[src/sv/esp_pkg.sv]
// Shared types and constants for the edge subdivision point generator.
// No dependencies.
`default_nettype none
package esp_pkg;
  localparam int MAX_POINTS = 32;
  localparam int NMAX = MAX_POINTS + 2;
  localparam int NW = $clog2(NMAX + 1);
  localparam int QDEPTH = 2;

  localparam logic CFG_SPACING = 1'b0;
  localparam logic CFG_BASE    = 1'b1;

  typedef struct packed {
    logic signed [31:0] ax, ay, az, bx, by_coord, bz;
    logic [NW-1:0] ns;
  } edge_job_t;

  typedef enum logic [2:0] {
    F_IDLE, F_SQ, F_SUM, F_TEST, F_PUSH
  } fstate_t;

  typedef enum logic [2:0] {
    B_IDLE, B_NUM, B_DIV, B_EMIT
  } bstate_t;
endpackage
`default_nettype wire

[src/sv/esp_queue.sv]
// Two-entry job queue between front and back end.
// Depends on esp_pkg.
`default_nettype none
module esp_queue import esp_pkg::*; (
  input  wire logic clk,
  input  wire logic rst,
  input  wire logic wr_valid,
  output logic      wr_ready,
  input  edge_job_t wr_job,
  output logic      rd_valid,
  input  wire logic rd_ready,
  output edge_job_t rd_job
);
  edge_job_t mem [QDEPTH];
  logic wp, rp;
  logic [1:0] cnt;
  logic wr, rd;
  assign wr_ready = (cnt != 2'(QDEPTH));
  assign rd_valid = (cnt != 2'd0);
  assign rd_job = mem[rp];
  assign wr = wr_valid && wr_ready;
  assign rd = rd_valid && rd_ready;
  always_ff @(posedge clk) begin
    if (rst) begin
      wp <= 1'b0; rp <= 1'b0; cnt <= 2'd0;
    end else begin
      if (wr) wp <= ~wp;
      if (rd) rp <= ~rp;
      cnt <= cnt + 2'(wr) - 2'(rd);
    end
    if (wr) mem[wp] <= wr_job;
  end
endmodule
`default_nettype wire

[config.mk]
export PLATFORM = sky130hd
export DESIGN_NAME = esp_queue
export DESIGN_NICKNAME = d
export VERILOG_FILES = /design/src/sv/esp_pkg.sv /design/src/sv/esp_queue.sv
export SDC_FILE = /design/constraint.sdc
export NUM_CORES = 1
export LEC_CHECK = 0
export ABC_CLOCK_PERIOD_IN_PS = 12600
export CORE_UTILIZATION = 40
export CTS_CLUSTER_DIAMETER = 200
export CTS_CLUSTER_SIZE = 30
export DETAILED_ROUTE_END_ITERATION = 8
export DONT_BUFFER_PORTS = 1
export GPL_TIMING_DRIVEN = 1
export HOLD_SLACK_MARGIN = 0.05
export PLACE_DENSITY_LB_ADDON = 0.15
export SLEW_MARGIN = 15
export SYNTH_ARGS = -nofsm -noshare
export SYNTH_HDL_FRONTEND = slang
export SYNTH_SLANG_ARGS = --single-unit
[constraint.sdc]
create_clock -name clk -period 12.6 [get_ports clk]
set_input_delay 0 -clock clk [delete_from_list [all_inputs] [get_ports clk]]
set_output_delay 0 -clock clk [all_outputs]
set_load 0.02 [all_outputs]
# --- Yosys cells after proc, flatten, opt, wreduce, memory -nomap -nowiden ---
# Memory sizes are Yosys's and may differ from the RTL's. A register that Yosys moved wholly into a read port is not among the register bits.
# Index checks and enable logic that the tools add are counted.
op_classes:
  n_addsub: 2
  bitwise_logic: 2
  eq_ne: 1
  shift: 0
  reduce_logical: 3
  n_mul: 0
  div_mod_pow: 0
  n_mux: 4
  magnitude_cmp: 0
ops:
  columns: ["op", "count"]
  rows:
  - ["$mux 1", 4]
  - ["$add 2x1->2", 1]
  - ["$logic_and 1x1->1", 2]
  - ["$ne 2x2->1 const B", 1]
  - ["$not 1->1", 2]
  - ["$reduce_bool 2->1", 1]
  - ["$sub 2x1->2", 1]
word_totals:
  mem_count: 1
  input_bits: 202
  latchBits: 0
  mem_bits_rw: 396
  romBits: 0
  ff_bits: 4
mem_list:
  columns: ["name", "depth", "width", "rd", "rd_ports_with_merged_regs", "write_ports", "line_no", "text"]
  rows:
  - ["mem", 2, 198, 1, 1, 1, "esp_queue.sv:14", "edge_job_t mem [QDEPTH];"]

# --- Logic depth before layout (Yosys ltp) ---
depth:
  depth_word: 4
  ltp_mapped: 8
  depth_no_buf: 8

# --- Worst setup path before layout ---
# No wires, ideal clock.
synth_timing:
  kind: "register to register"
  start: "reg cnt[0]"
  end: "mem mem[0][0] (netlist name) (enable)"
  arrival_ns: 8.952
  path_stages_with_launch: 4
  path_buffers: 0
  synth_period_minus_slack_ns: 9.711
  setup_ns: 0.760
  t_required_ns: 11.840
  setup_slack_ns: 2.889
  path_cell_list: "dfxtp_1 -> nand2b_1 -> nand2_1 -> nor2_1"
synth_between:
  elab_chain_cells: 4
synth_rtl:
  columns: ["element", "line_no", "text"]
  rows:
  - ["start, declared", "esp_queue.sv:16", "logic [1:0] cnt;"]
  - ["start signal, assigned", "esp_queue.sv:29", "cnt <= cnt + 2'(wr) - 2'(rd);"]
  - ["$ne 2x2->1", "esp_queue.sv:18", "assign wr_ready = (cnt != 2'(QDEPTH));"]
  - ["net wr_ready", "esp_queue.sv:8", "output logic wr_ready,"]
  - ["$logic_and 1x1->1", "esp_queue.sv:21", "assign wr = wr_valid && wr_ready;"]
  - ["$mux 1", "esp_queue.sv:31", "if (wr) mem[wp] <= wr_job;"]
  - ["$mux 1 (implied by the code)", "esp_queue.sv:31", null]
  - ["end, declared", "esp_queue.sv:14", null]
# The timed path passes the listed nets, and every way through them passes these cells.

==> metrics list <==
* Worst-case register-to-register setup slack: 9.60 ns
- Critical-path cell list: buf_4 -> buf_4 -> mux2_2
* Routed wire length on met3: 2973 um
* Core area: 0.03670 mm2
- After detailed routing, the average wire length per cell comes to 22.09 um.
- Terminus of the critical flop-to-flop path: mem[1][31]
- Summing internal, switching and leakage power gives 3.278 mW.
- Data required time at the worst endpoint: 12.60 ns
- For this design the ratio of total power to cell area is 183.3 mW/mm2.
* Most common cell type on the critical path: buf_4
- The clock reaches the later pin of the worst-skew pair after 0.51 ns.
* Cts bufs inserted: 17
- Register area: 0.01200 mm2
* Buffers added on ports: 0
- Detailed placement ended at an HPWL of 19,350 um.
- Number of cell instances on the worst register-to-register path: 3
* Dominant cells by area after synthesis: edfxtp_1 (80%), mux2_4 (10%), mux2_2 (7.5%)
* Maximum capacitance violations: 0
* Routability-driven placement congestion ratio: 0.7531
- After routing, the total negative slack on setup checks comes to 0 ns.
* Worst Hold Depth: 1
- Worst-Margin Slew: 1.167 ns
- For this block, wires on met1 add up to 11,110 um.
- Setup violations remaining at the end of the flow were counted as 0.
* Die Y: 195.2 um
* Seq/Total Area, Yosys: 80.33%
- The via count of the first global-routing pass was 6,987.
- Area growth from synthesis to layout: 19.79%
- The worst setup path is captured at an output port.
* Buffer and inverter count on the worst path: 2
- Max frequency: 297.5 MHz
* Syn Nets: 844
- Max layer used: met5
- The worst hold path begins at wr_job[0].
- The initial antenna violation count is 3.
- 402 I/O pins were placed.
- After detailed routing, the total wire length is 29,160 um.
- Count of endpoints failing hold in the final timing report: 0
* Flip-flop and latch count after synthesis: 401
- Counting every instance in the synthesized netlist gives 640.
* Arrival time at the worst endpoint: 3.36 ns
- The pre-antenna-repair detailed-routing pass consisted of 6 iterations.
* CTS max path bufs: 3
- Wire length of the first global-routing pass: 43,520 um
* Hold worst-path end: mem[1][0]
* Final-layout fill cell count: 2,967
* Worst max-slew margin expressed relative to the limit: 22.19%
- The post-route netlist has 26.82% of its cells at a drive strength greater than 1.
* Peak fanout along the critical path: 55
- VDD IR-drop max: 0.1246 mV
- Area share of the largest cell type after synthesis: 79.66%
- Cell with the largest stage delay on the worst path: buf_4
* Per-instance average area after synthesis: 23.33 um2
- Hold/Removal Path Class: in -> reg
- After the first detailed-routing iteration, the DRC count stood at 283.
- Clock transition at the registers of the reported paths: 0.10 ns
- The routed design could run at a clock period as short as 3.362 ns.
- Global-route usage over all layers: 14.97%
* CTS H-tree depth: 1
- TritonCTS built the clock tree.
* Area occupied by multi-input gates: 0.002741 mm2
- Met2 wire len: 14,560 um
* Post-synthesis cell type count: 17
- Dividing the detail-routed via count by the number of cells gives 4.924.
- Category of the worst setup path launch point: register
- Area enclosed by the die boundary: 0.03810 mm2
- After layout, the worst path uses 26.68% of the clock period.
- For this configuration, the core starts out at a cell density of 40.68%.
* Via count: 6,500
* Synth Cell Area: 0.01493 mm2
* Beginning of the worst register-to-register path: cnt[0]
* Remaining design rule violation count: 0
* Status: completed
* Final net count: 1,050
- The critical path in this run is classified as reg -> out.
* Slowest stage delay, CP: 0.88 ns
* CTS root buf: clkbuf_16
- Count of pins over their slew limit: 0
- Entering global routing, the biggest net connects 160 pins.
- Summed over all instances, the cell type with the most area after synthesis is edfxtp_1.
- The analysis attributes to cell leakage a power of 5.993 nW.
* Rows: 70
* Total congestion overflow: 0
* Clock sink count: 401
- The kind of cell with the highest combined delay along the critical path is buffers and inverters.
- In this run the horizontal extent of the chip is 195.2 um.
- Antenna Nets Post-Route: 0
- Worst Skew: 0.01642 ns
- Setup repair after global routing left no endpoint under its margin.
- The Yosys step of the flow raised 0 warnings.
## through the flow
| step | instances | setup WS (ns) | hold WS (ns) | utilization [%] | cell area [um2] |
|---|---|---|---|---|---|
| 6_report | 1320 | 9.238 | 0.1181 | 48.73 | 17880 |
| 5_1_grt | 1319 | 9.002 | 0.08298 | 48.72 | 17880 |
| 4_1_cts | 1318 | 9.108 | 0.08024 | 48.71 | 17880 |
| 3_3_place_gp | 1093 | 9.627 | 0.06624 | 41.94 | 15390 |
| 2_1_floorplan | 640 | 2.889 | 0.07161 | - | 14930 |
| 3_5_place_dp | 1093 | 9.578 | 0.07533 | 41.94 | 15390 |
## what timing repair did
| action | in CTS | in global routing |
|---|---|---|
| buffers inserted | 0 | 0 |
| hold endpoints to repair | 401 | 0 |
| hold buffers | 202 | 0 |
| resized for setup | 0 | 0 |
## kinds of logic after synthesis
group | Yosys count | synth area share (%)
xor gates and xnor gates | 3 | 0.1760
DFF | 401 | 80.33
and+or+nand+nor | 11 | 0.3605
adders and majority gates | 2 | 0.1676
buffers and inverters | 23 | 1.391
muxes | 199 | 17.53
AOI/OAI and AO/OA | 1 | 0.05031
## cells in the mapped netlist
master and instances:
or2_2 1, buf_6 15, and3_1 1, xnor2_1 2, dfxtp_1 5, buf_2 7, o21a_1 1, mux2_4 100
ha_1 2, nor2_1 5, nand2_1 1, nor2b_1 2, xor2_1 1, edfxtp_1 396, inv_1 1, nand2b_1 1
mux2_2 99
## registers in the layout, indices dropped and copies added (netlist names), named ones only
name  flops
cnt       2
wp        1
rp        1
mem     396
## metal layers
layer	vias up	GRT usage, %
met1	3258	17.26
li1	2927	-
met3	32	5.838
met5	-	0
met2	281	26.15
met4	2	3.470
## cell usage in the layout, fill, tap and decap left out, drive strengths merged
cell and count:
xor2 1, or2 1, xnor2 2, clkbuf 22
buf 7, mux2 199, dlygate4sd3 202, diode 2
nand2b 1, edfxtp 396, nand2 1, and3 1
dfxtp 5, nor2 5, inv 2, o21a 1
ha 2, nor2b 2
## report_power, final
group | internal [mW] | switching, mW
sequential | 1.68 | 0.0575
clock | 0.256 | 0.380
combinational | 0.340 | 0.569
total | 2.27 | 1.01
## worst max path at each step
| stage | from | endpoint | slack (ns) | cells past startpoint |
|---|---|---|---|---|
| after floorplan | cnt[0] | mem[0][0] | 2.89 | 3 |
| after global placement | cnt[0] | mem[1][194] | 9.63 | 3 |
| after detailed placement | cnt[0] | mem[1][196] | 9.58 | 3 |
| after CTS | register | rd_job[73] | 9.11 | 3 |
| after global routing | register | rd_job[73] | 9.00 | 3 |
| final | register | rd_job[73] | 9.24 | 3 |
## cell type report
class	count	area share (%)
diodes	2	0.02799
clock buffers	22	2.484
clock inverters	1	0.1120
inverters	1	0.02099
multi-input cells	216	15.33
flip-flops and latches	401	67.08
well taps	468	3.275
repair buffers	209	11.67
No activity file was read; power rests on OpenSTA's default activity.
