===== config.mk =====
export PLATFORM = sky130hd
export DESIGN_NAME = esp_back
export DESIGN_NICKNAME = d
export VERILOG_FILES = /design/src/sv/esp_pkg.sv /design/src/sv/esp_divider.sv /design/src/sv/esp_back.sv
export SDC_FILE = /design/constraint.sdc
export NUM_CORES = 2
export LEC_CHECK = 0
export BUFFER_PORTS_ARGS = -buffer_cell sky130_fd_sc_hd__buf_2
export CORE_AREA = 2 2 305 307
export CTS_CLUSTER_DIAMETER = 100
export DETAILED_ROUTE_END_ITERATION = 10
export DIE_AREA = 0 0 307 309
export PLACE_DENSITY_LB_ADDON = 0.12
export SETUP_SLACK_MARGIN = 0.05
export SLEW_MARGIN = 5
export SYNTH_ARGS = -nofsm -noshare
export SYNTH_HDL_FRONTEND = slang
export SYNTH_SLANG_ARGS = --single-unit

===== constraint.sdc =====
create_clock -name clk -period 10.57 [get_ports clk]
set_clock_uncertainty 0.15 [all_clocks]
set_input_delay 2.114 -clock clk [delete_from_list [all_inputs] [get_ports clk]]
set_output_delay 2.114 -clock clk [all_outputs]
set_load 0.01 [all_outputs]

===== src/sv/esp_pkg.sv =====
// Shared types and constants for the edge subdivision point generator.
// No dependencies.
`default_nettype none
package esp_pkg;
  localparam int MAX_POINTS = 32;
  localparam int NMAX = MAX_POINTS + 2;
  localparam int NW = $clog2(NMAX + 1);
  localparam int QDEPTH = 2;

  localparam logic CFG_SPACING = 1'b0;
  localparam logic CFG_BASE    = 1'b1;

  typedef struct packed {
    logic signed [31:0] ax, ay, az, bx, by_coord, bz;
    logic [NW-1:0] ns;
  } edge_job_t;

  typedef enum logic [2:0] {
    F_IDLE, F_SQ, F_SUM, F_TEST, F_PUSH
  } fstate_t;

  typedef enum logic [2:0] {
    B_IDLE, B_NUM, B_DIV, B_EMIT
  } bstate_t;
endpackage
`default_nettype wire


===== src/sv/esp_divider.sv =====
// Serial signed floor divider: 40-bit numerator by small positive divisor.
// Depends on esp_pkg.
`default_nettype none
module esp_divider import esp_pkg::*; (
  input  wire logic clk,
  input  wire logic rst,
  input  wire logic start,
  input  wire logic signed [39:0] num,
  input  wire logic [NW-1:0] den,
  output logic      done,
  output logic [31:0] quo
);
  logic busy, neg;
  logic [5:0] cnt;
  logic [39:0] q;
  logic [NW:0] r;
  logic [NW:0] rs;
  logic [39:0] qf;
  assign rs = {r[NW-1:0], q[39]};
  assign qf = neg ? ((r != '0) ? ~q : -q) : q;
  always_ff @(posedge clk) begin
    if (rst) begin
      busy <= 1'b0; done <= 1'b0;
    end else begin
      done <= 1'b0;
      if (start) begin
        busy <= 1'b1; cnt <= 6'd40; neg <= num[39];
        q <= num[39] ? 40'(-num) : num; r <= '0;
      end else if (busy) begin
        if (cnt == 6'd0) begin
          busy <= 1'b0; done <= 1'b1; quo <= qf[31:0];
        end else begin
          cnt <= cnt - 6'd1;
          if (rs >= {1'b0, den}) begin
            r <= rs - {1'b0, den}; q <= {q[38:0], 1'b1};
          end else begin
            r <= rs; q <= {q[38:0], 1'b0};
          end
        end
      end
    end
  end
endmodule
`default_nettype wire


===== src/sv/esp_back.sv =====
// Back end: emits the interior points of a job, one coordinate division at a time.
// Depends on esp_pkg and esp_divider.
`default_nettype none
module esp_back import esp_pkg::*; (
  input  wire logic clk,
  input  wire logic rst,
  input  wire logic [19:0] base_vertex_index,
  input  wire logic job_valid,
  output logic      job_ready,
  input  edge_job_t job,
  output logic      out_valid,
  input  wire logic out_ready,
  output logic [127:0] out_data,
  output logic      out_user,
  output logic      out_last
);
  bstate_t state, state_next;
  edge_job_t cur;
  logic [NW-1:0] j;
  logic [1:0] axis;
  logic [19:0] vcount;
  logic [31:0] p [3];
  logic signed [39:0] prod;
  logic signed [31:0] ca, cb;
  logic [NW-1:0] nsm;
  logic dstart, ddone, err;
  logic [31:0] quo;

  assign nsm = cur.ns - j;
  assign err = (cur.ns - NW'(1)) > NW'(MAX_POINTS);
  always_comb begin
    unique case (axis)
      2'd0: begin ca = cur.ax; cb = cur.bx; end
      2'd1: begin ca = cur.ay; cb = cur.by_coord; end
      default: begin ca = cur.az; cb = cur.bz; end
    endcase
    prod = 40'(ca) * 40'($signed({1'b0, nsm})) + 40'(cb) * 40'($signed({1'b0, j}));
  end

  esp_divider u_div (.clk, .rst, .start(dstart), .num(prod), .den(cur.ns), .done(ddone), .quo);

  assign job_ready = (state == B_IDLE);
  assign out_valid = (state == B_EMIT);
  assign dstart = (state == B_NUM);

  always_comb begin
    state_next = state;
    unique case (state)
      B_IDLE: if (job_valid) state_next = (job.ns - NW'(1) > NW'(MAX_POINTS)) ? B_EMIT : B_NUM;
      B_NUM: state_next = B_DIV;
      B_DIV: if (ddone) state_next = (axis == 2'd2) ? B_EMIT : B_NUM;
      B_EMIT: if (out_ready) state_next = (err || j == cur.ns - NW'(1)) ? B_IDLE : B_NUM;
      default: state_next = B_IDLE;
    endcase
  end

  always_ff @(posedge clk) begin
    if (rst) begin
      state <= B_IDLE; vcount <= '0;
    end else begin
      state <= state_next;
      if (state == B_EMIT && out_ready && !err) vcount <= vcount + 20'd1;
    end
    unique case (state)
      B_IDLE: begin
        cur <= job; j <= NW'(1); axis <= 2'd0;
        p[0] <= '0; p[1] <= '0; p[2] <= '0;
      end
      B_DIV: if (ddone) begin
        p[axis] <= quo;
        if (axis != 2'd2) axis <= axis + 2'd1;
      end
      B_EMIT: if (out_ready) begin
        j <= j + NW'(1); axis <= 2'd0;
      end
      default: ;
    endcase
  end

  assign out_data = {6'd0, base_vertex_index + vcount,
                     err ? 6'd0 : 6'(j), p[2], p[1], p[0]};
  assign out_user = err;
  assign out_last = err || (j == cur.ns - NW'(1));
endmodule
`default_nettype wire


* Yosys cells after proc, flatten, opt, wreduce, memory -nomap -nowiden
Memories as Yosys holds them, arrays and structs flattened.
Index checks and enable logic that the tools add are counted.
** Word-level totals
- Word-level logic and storage cells :: 111
- Bits in writable memories :: 96
- Memories :: 1
- Output and inout port bits :: 132
- Bits in registers :: 317
** Operators by class
- Multiplexer cells :: 40
- Order comparisons :: 3
- Add/sub/neg operators :: 12
- Bitwise operators :: 4
- Reduce and logical (&&, ||, !) cells :: 19
- Equal/unequal tests :: 12
- Multiply operators :: 2
** Memory list
- p :: depth 3, bits a word 32, rd ports 3, clocked after memory_dff 0, wr ports 3, line esp_back.sv:22 : logic [31:0] p [3];
** Operators with widths (count)
- two-way mux 40 bit :: 4
- case mux 32 bit (2 select lines) :: 2
- two-way mux 32 bit :: 3
- multiplier 32 x 7 -> 39 bit :: 2
- adder 39 x 39 -> 40 bit :: 1
- negation 40 bit :: 1
- negation 32 bit :: 1
- NOT 32 bit :: 1
- OR reduction 32 bit :: 1
- two-way mux 6 bit :: 4
- two-way mux 7 bit :: 3
- adder 20 x 1 -> 20 bit, second input constant :: 1
- adder 20 bit :: 1
- subtractor 6 x 1 -> 6 bit, second input constant :: 3
- > comparator 6 bit, second input constant :: 2
- two-way mux 1 bit :: 12
- two-way mux 2 bit :: 6
- case mux 3 bit (4 select lines) :: 1
- case mux 6 bit (2 select lines) :: 1
- two-way mux 3 bit :: 3
- inequality test 2 bit, second input constant :: 4
- AND reduction 4 bit :: 2
- >= comparator 7 x 6 -> 1 bit :: 1
- nonzero test 7 bit :: 1
- 23 further kinds :: 31

* Longest topological paths before layout
- Depth after elaboration :: 7
- Gate-level depth with buffers :: 36

* Cells and area by module
From an unflattened synthesis, not the netlist that was laid out.
** Unflattened totals
- Cell total of the unflattened synthesis :: 2913
- Area total of the unflattened synthesis :: 31637.8 µm²
** By module, submodules not included
- esp_back :: times used 1, sequential area each 9509.1 µm², area an instance 26424.1 µm², cells each 2413
- esp_divider :: times used 1, sequential area each 2622.5 µm², area an instance 5213.8 µm², cells each 500

* Least setup slack after synthesis
No wires, ideal clock.
- Path kind :: register to output
- Start point :: reg state[0]
- End point :: out job_ready
- Arrival time :: 8.939 ns
- Path slack :: -0.633 ns
- Data required time :: 8.306 ns
- Stages on the path, launching flop included :: 3
- Cells stage by stage :: dfxtp_1 > clkbuf_1 > nor2_1
** On the way
- Cells in the longest elaborated chain, start to end :: 1
** RTL lines
- from (decl) :: line esp_back.sv:17 : bstate_t state, state_next;
- from (signal assigned) :: line esp_back.sv:61 : state <= state_next;
- zero test 3 bit :: line esp_back.sv:42 : assign job_ready = (state == B_IDLE);
- to (decl) :: line esp_back.sv:9 : output logic job_ready,
Every way passes these cells.

* Worst setup path in the final report
- Start point :: reg axis[0]
- End point :: reg u_div.q[37], data pin
** On the way
- Cells in the longest elaborated chain, start to end :: 7
- Elaborated cells on any way between the ends :: 10
- Those cells by class :: add/sub (2); mul (2); eq/ne (1); mux (4); reduce/logical (1)
** RTL lines
- from (decl) :: line esp_back.sv:20 : logic [1:0] axis;
- from (signal assigned) :: line esp_back.sv:71 : if (axis != 2'd2) axis <= axis + 2'd1;
- equality test 2 x 1 -> 1 bit or zero test 2 bit (tied branches) :: line esp_back.sv:32 : unique case (axis)
- case mux 32 bit (2 select lines) :: line esp_back.sv:32
- multiplier 32 x 7 -> 39 bit :: line esp_back.sv:37 : prod = 40'(ca) * 40'($signed({1'b0, nsm})) + 40'(cb) * 40'($signed({1'b0, j}));
- adder 39 x 39 -> 40 bit * :: line esp_back.sv:37
- negation 40 bit :: line esp_divider.sv:28 : q <= num[39] ? 40'(-num) : num; r <= '0;
- two-way mux 40 bit * :: line esp_divider.sv:28
- two-way mux 40 bit * :: line esp_divider.sv:26 : if (start) begin
- to (signal assigned) :: line esp_divider.sv:35 : r <= rs - {1'b0, den}; q <= {q[38:0], 1'b1};
- to (signal assigned) :: line esp_divider.sv:37 : r <= rs; q <= {q[38:0], 1'b0};
- to (decl) :: line esp_divider.sv:15 : logic [39:0] q;
Every way passes the cells marked *; elsewhere a longest branch is shown, timed or not.
A chain may end at the register's enable or synchronous reset.

==> key figures <==
STA
  – F_max: 108 MHz
  – Slew margin rel.: 0.210
  – Final period utilization: 0.879
  – Final hold slack: 0.364 ns
  – Final number of setup-violating endpoints: 0
  – Max Transition Viols Final: 0
  – Fin Setup TNS: 0 ns
  – Actual slew at the worst max-slew pin: 1.18 ns
  – RSZ-0062 raised after global routing: false
  – Final Hold Vio Count: 0
  – Tmin final: 9.29 ns
  – Worst setup margin: 1.28 ns

Placed design
  – IO Port Bufs: 347
  – Pre-CTS setup slack: 1.39 ns
  – GP Congestion: 0.882
  – DP Wirelength: 66200 um

Drt
  – Routed wire length: 83600 um
  – Vias per cell: 4.81
  – Wire per inst: 18.4 um
  – DRC viols: 0
  – DRT iter0 DRCs: 1149
  – Met1 wire length: 37600 um
  – WL met3: 3360 um
  – DR top layer: met4
  – TritonRoute pass-1 iters: 7
  – Met2 wire length: 40200 um
  – Post-route ant nets: 0
  – Vias: 21.9k

Synth
  – Synthesized area: 31800 sq um
  – Sequential area share after synthesis: 0.382
  – Cell taking the most area after synthesis: edfxtp_1
  – Ys flop type: edfxtp_1
  – Synth area leaders: edfxtp_1, fa_1, ha_1
  – Async S/R FF share, synth: 0
  – Synth top cells by count: inv_1, edfxtp_1, fa_1, nor2_1, nand2_1
  – Number of flops mapped to enable cells by yosys: 388
  – Synth top area share: 0.367
  – Post-synth cell types: 72
  – Post-synthesis cell count: 2969
  – Count leader, synth: inv_1
  – Avg Inst Size Synth: 10.7 sq um
  – Yosys warning total: 0
  – Flops & latches, synth: 412

Worst setup path
  – RR Startpoint: axis[0]$_SDFFCE_PN0P_
  – Critical Path RT: 10.77 ns
  – CP Capture Type: register
  – Reg2Reg Setup Slack: 1.28 ns
  – Crit path DAT: 9.49 ns
  – Worst setup startpoint: axis[0]$_SDFFCE_PN0P_
  – Critical path class: reg2reg
  – Worst-path fanout max: 26
  – Crit path launch type: register

Clocking
  – CTS Buffer Depth: 3
  – Root cell of the clock tree: clkbuf_16
  – CTS buffer count: 48
  – Clk slew on worst S/H paths: 0.06 ns
  – H-tree levels: 2
  – Resize count post-CTS: 0
  – Cts hold-fix bufs: 0
  – CTS tree: built
  – Postcts setup bufs: 0
  – Worst-Skew Late Latency: 0.63 ns
  – CTS Sinks: 412

Min path
  – Worst hold start: vcount[5]$_SDFFE_PP0P_
  – Hold Crit Class: reg2reg

Floorplanning
  – Die Span Y: 309 um
  – Die Wd: 307 um
  – Starting Density: 0.348
  – IO Count: 354
  – Core ar.: 91400 sq um
  – Die area: 94900 sq um
  – Cell row count: 111

Global route
  – GRT Overall Usage: 0.178
  – Initial antenna violation count: 0
  – Global route total overflow: 0
  – Vias in the first global route: 23.7k
  – First-pass GRT wire length: 132000 um
  – Largest net degree at the start of global routing: 133

Cells and area
  – Share of layout cells above drive strength 1: 0.174
  – Final-stage net count: 4048
  – Area delta synth->final: 15.9%

Job
  – Max_cap viols: 0

Status
  – Outcome: completed
routing by layer:
layer  GRT usage  up-vias
met1       0.235    10797
met3      0.0236      114
met4      0.0528        0
met5           0        -
met2       0.305      524
li1            -    10419
cell families after synthesis:
group                      after synthesis  share of synthesized area
and+or+nand+nor                        927                      0.145
buffers and inverters                  561                     0.0672
adders and majority gates              506                      0.280
DFF                                    412                      0.382
AOI/OAI and AO/OA                      397                     0.0800
xor gates and xnor gates               161                     0.0446
muxes                                    4                    0.00134
other                                    1                   0.000118
area by class of cell:
class | count | area (sq um)
clock inverter | 36 | 445
clock buffer | 52 | 1220
sequential | 412 | 12100
antenna | 1 | 2.50
fill | 8946 | 54600
timing repair buffer | 406 | 2240
tap | 1186 | 1480
multi-input combinational | 2001 | 17600
inverter | 451 | 1690
worst paths after layout:
path	end	cells after the start
worst max-delay path	u_div.q[37]$_DFFE_PP_	27
worst min-delay path	vcount[5]$_SDFFE_PP0P_	2
worst max register to register	u_div.q[37]$_DFFE_PP_	27
worst min register to register	vcount[5]$_SDFFE_PP0P_	2
sequential cells by signal, summed over array words and instances, names as in the netlist:
signal / cells
u_div.cnt: 6
u_div.q: 40
u_div.r: 7
j: 6
axis: 2
state: 2
u_div.done: 1
u_div.neg: 1
vcount: 20
u_div.quo: 32
p: 96
u_div.busy: 1
cur: 198
worst max-delay path, cell delays in order (launching register included):
cell and delay [ns]:
edfxtp_1 0.41, ha_2 0.36, buf_4 0.30, a22oi_1 0.72, nand2_1 0.34, nand2_1 0.19, fa_1 0.42, inv_1 0.09
fa_1 0.44, fa_1 0.55, fa_1 0.53, fa_1 0.56, inv_1 0.06, fa_1 0.55, inv_1 0.05, ha_1 0.37
a211oi_1 0.33, o21ba_1 0.27, and3_1 0.18, a21o_1 0.19, o21a_1 0.27, xnor2_1 0.17, nor4b_2 0.46, nand4b_4 0.20
nor3b_4 0.31, a21oi_1 0.12, xnor2_1 0.14, mux2_2 0.27
through the flow:
| stage | utilization | cell area [sq um] | instances |
|---|---|---|---|
| after floorplan | - | 31800 | 2974 |
| after global routing | 0.403 | 36800 | 4544 |
| after CTS | 0.403 | 36800 | 4544 |
| final | 0.403 | 36800 | 4545 |
| after global placement | 0.385 | 35200 | 4456 |
| after detailed placement | 0.385 | 35200 | 4456 |
cells in the final DEF (no fill, tap or decap), types with 49 or more instances in the layout:
cell	netlist	layout
or2_2	68	68
nand2_1	225	225
inv_1	449	449
edfxtp_1	388	388
ha_1	165	163
buf_2	5	347
xnor2_1	108	107
nor2_1	266	263
buf_4	6	54
fa_1	341	341
xor2_1	52	49
a21oi_1	125	125
o21ai_0	78	78
and2_1	173	173
Power is not shown: default switching activity piles up to over one toggle a cycle in this logic, so the estimate is an artifact.
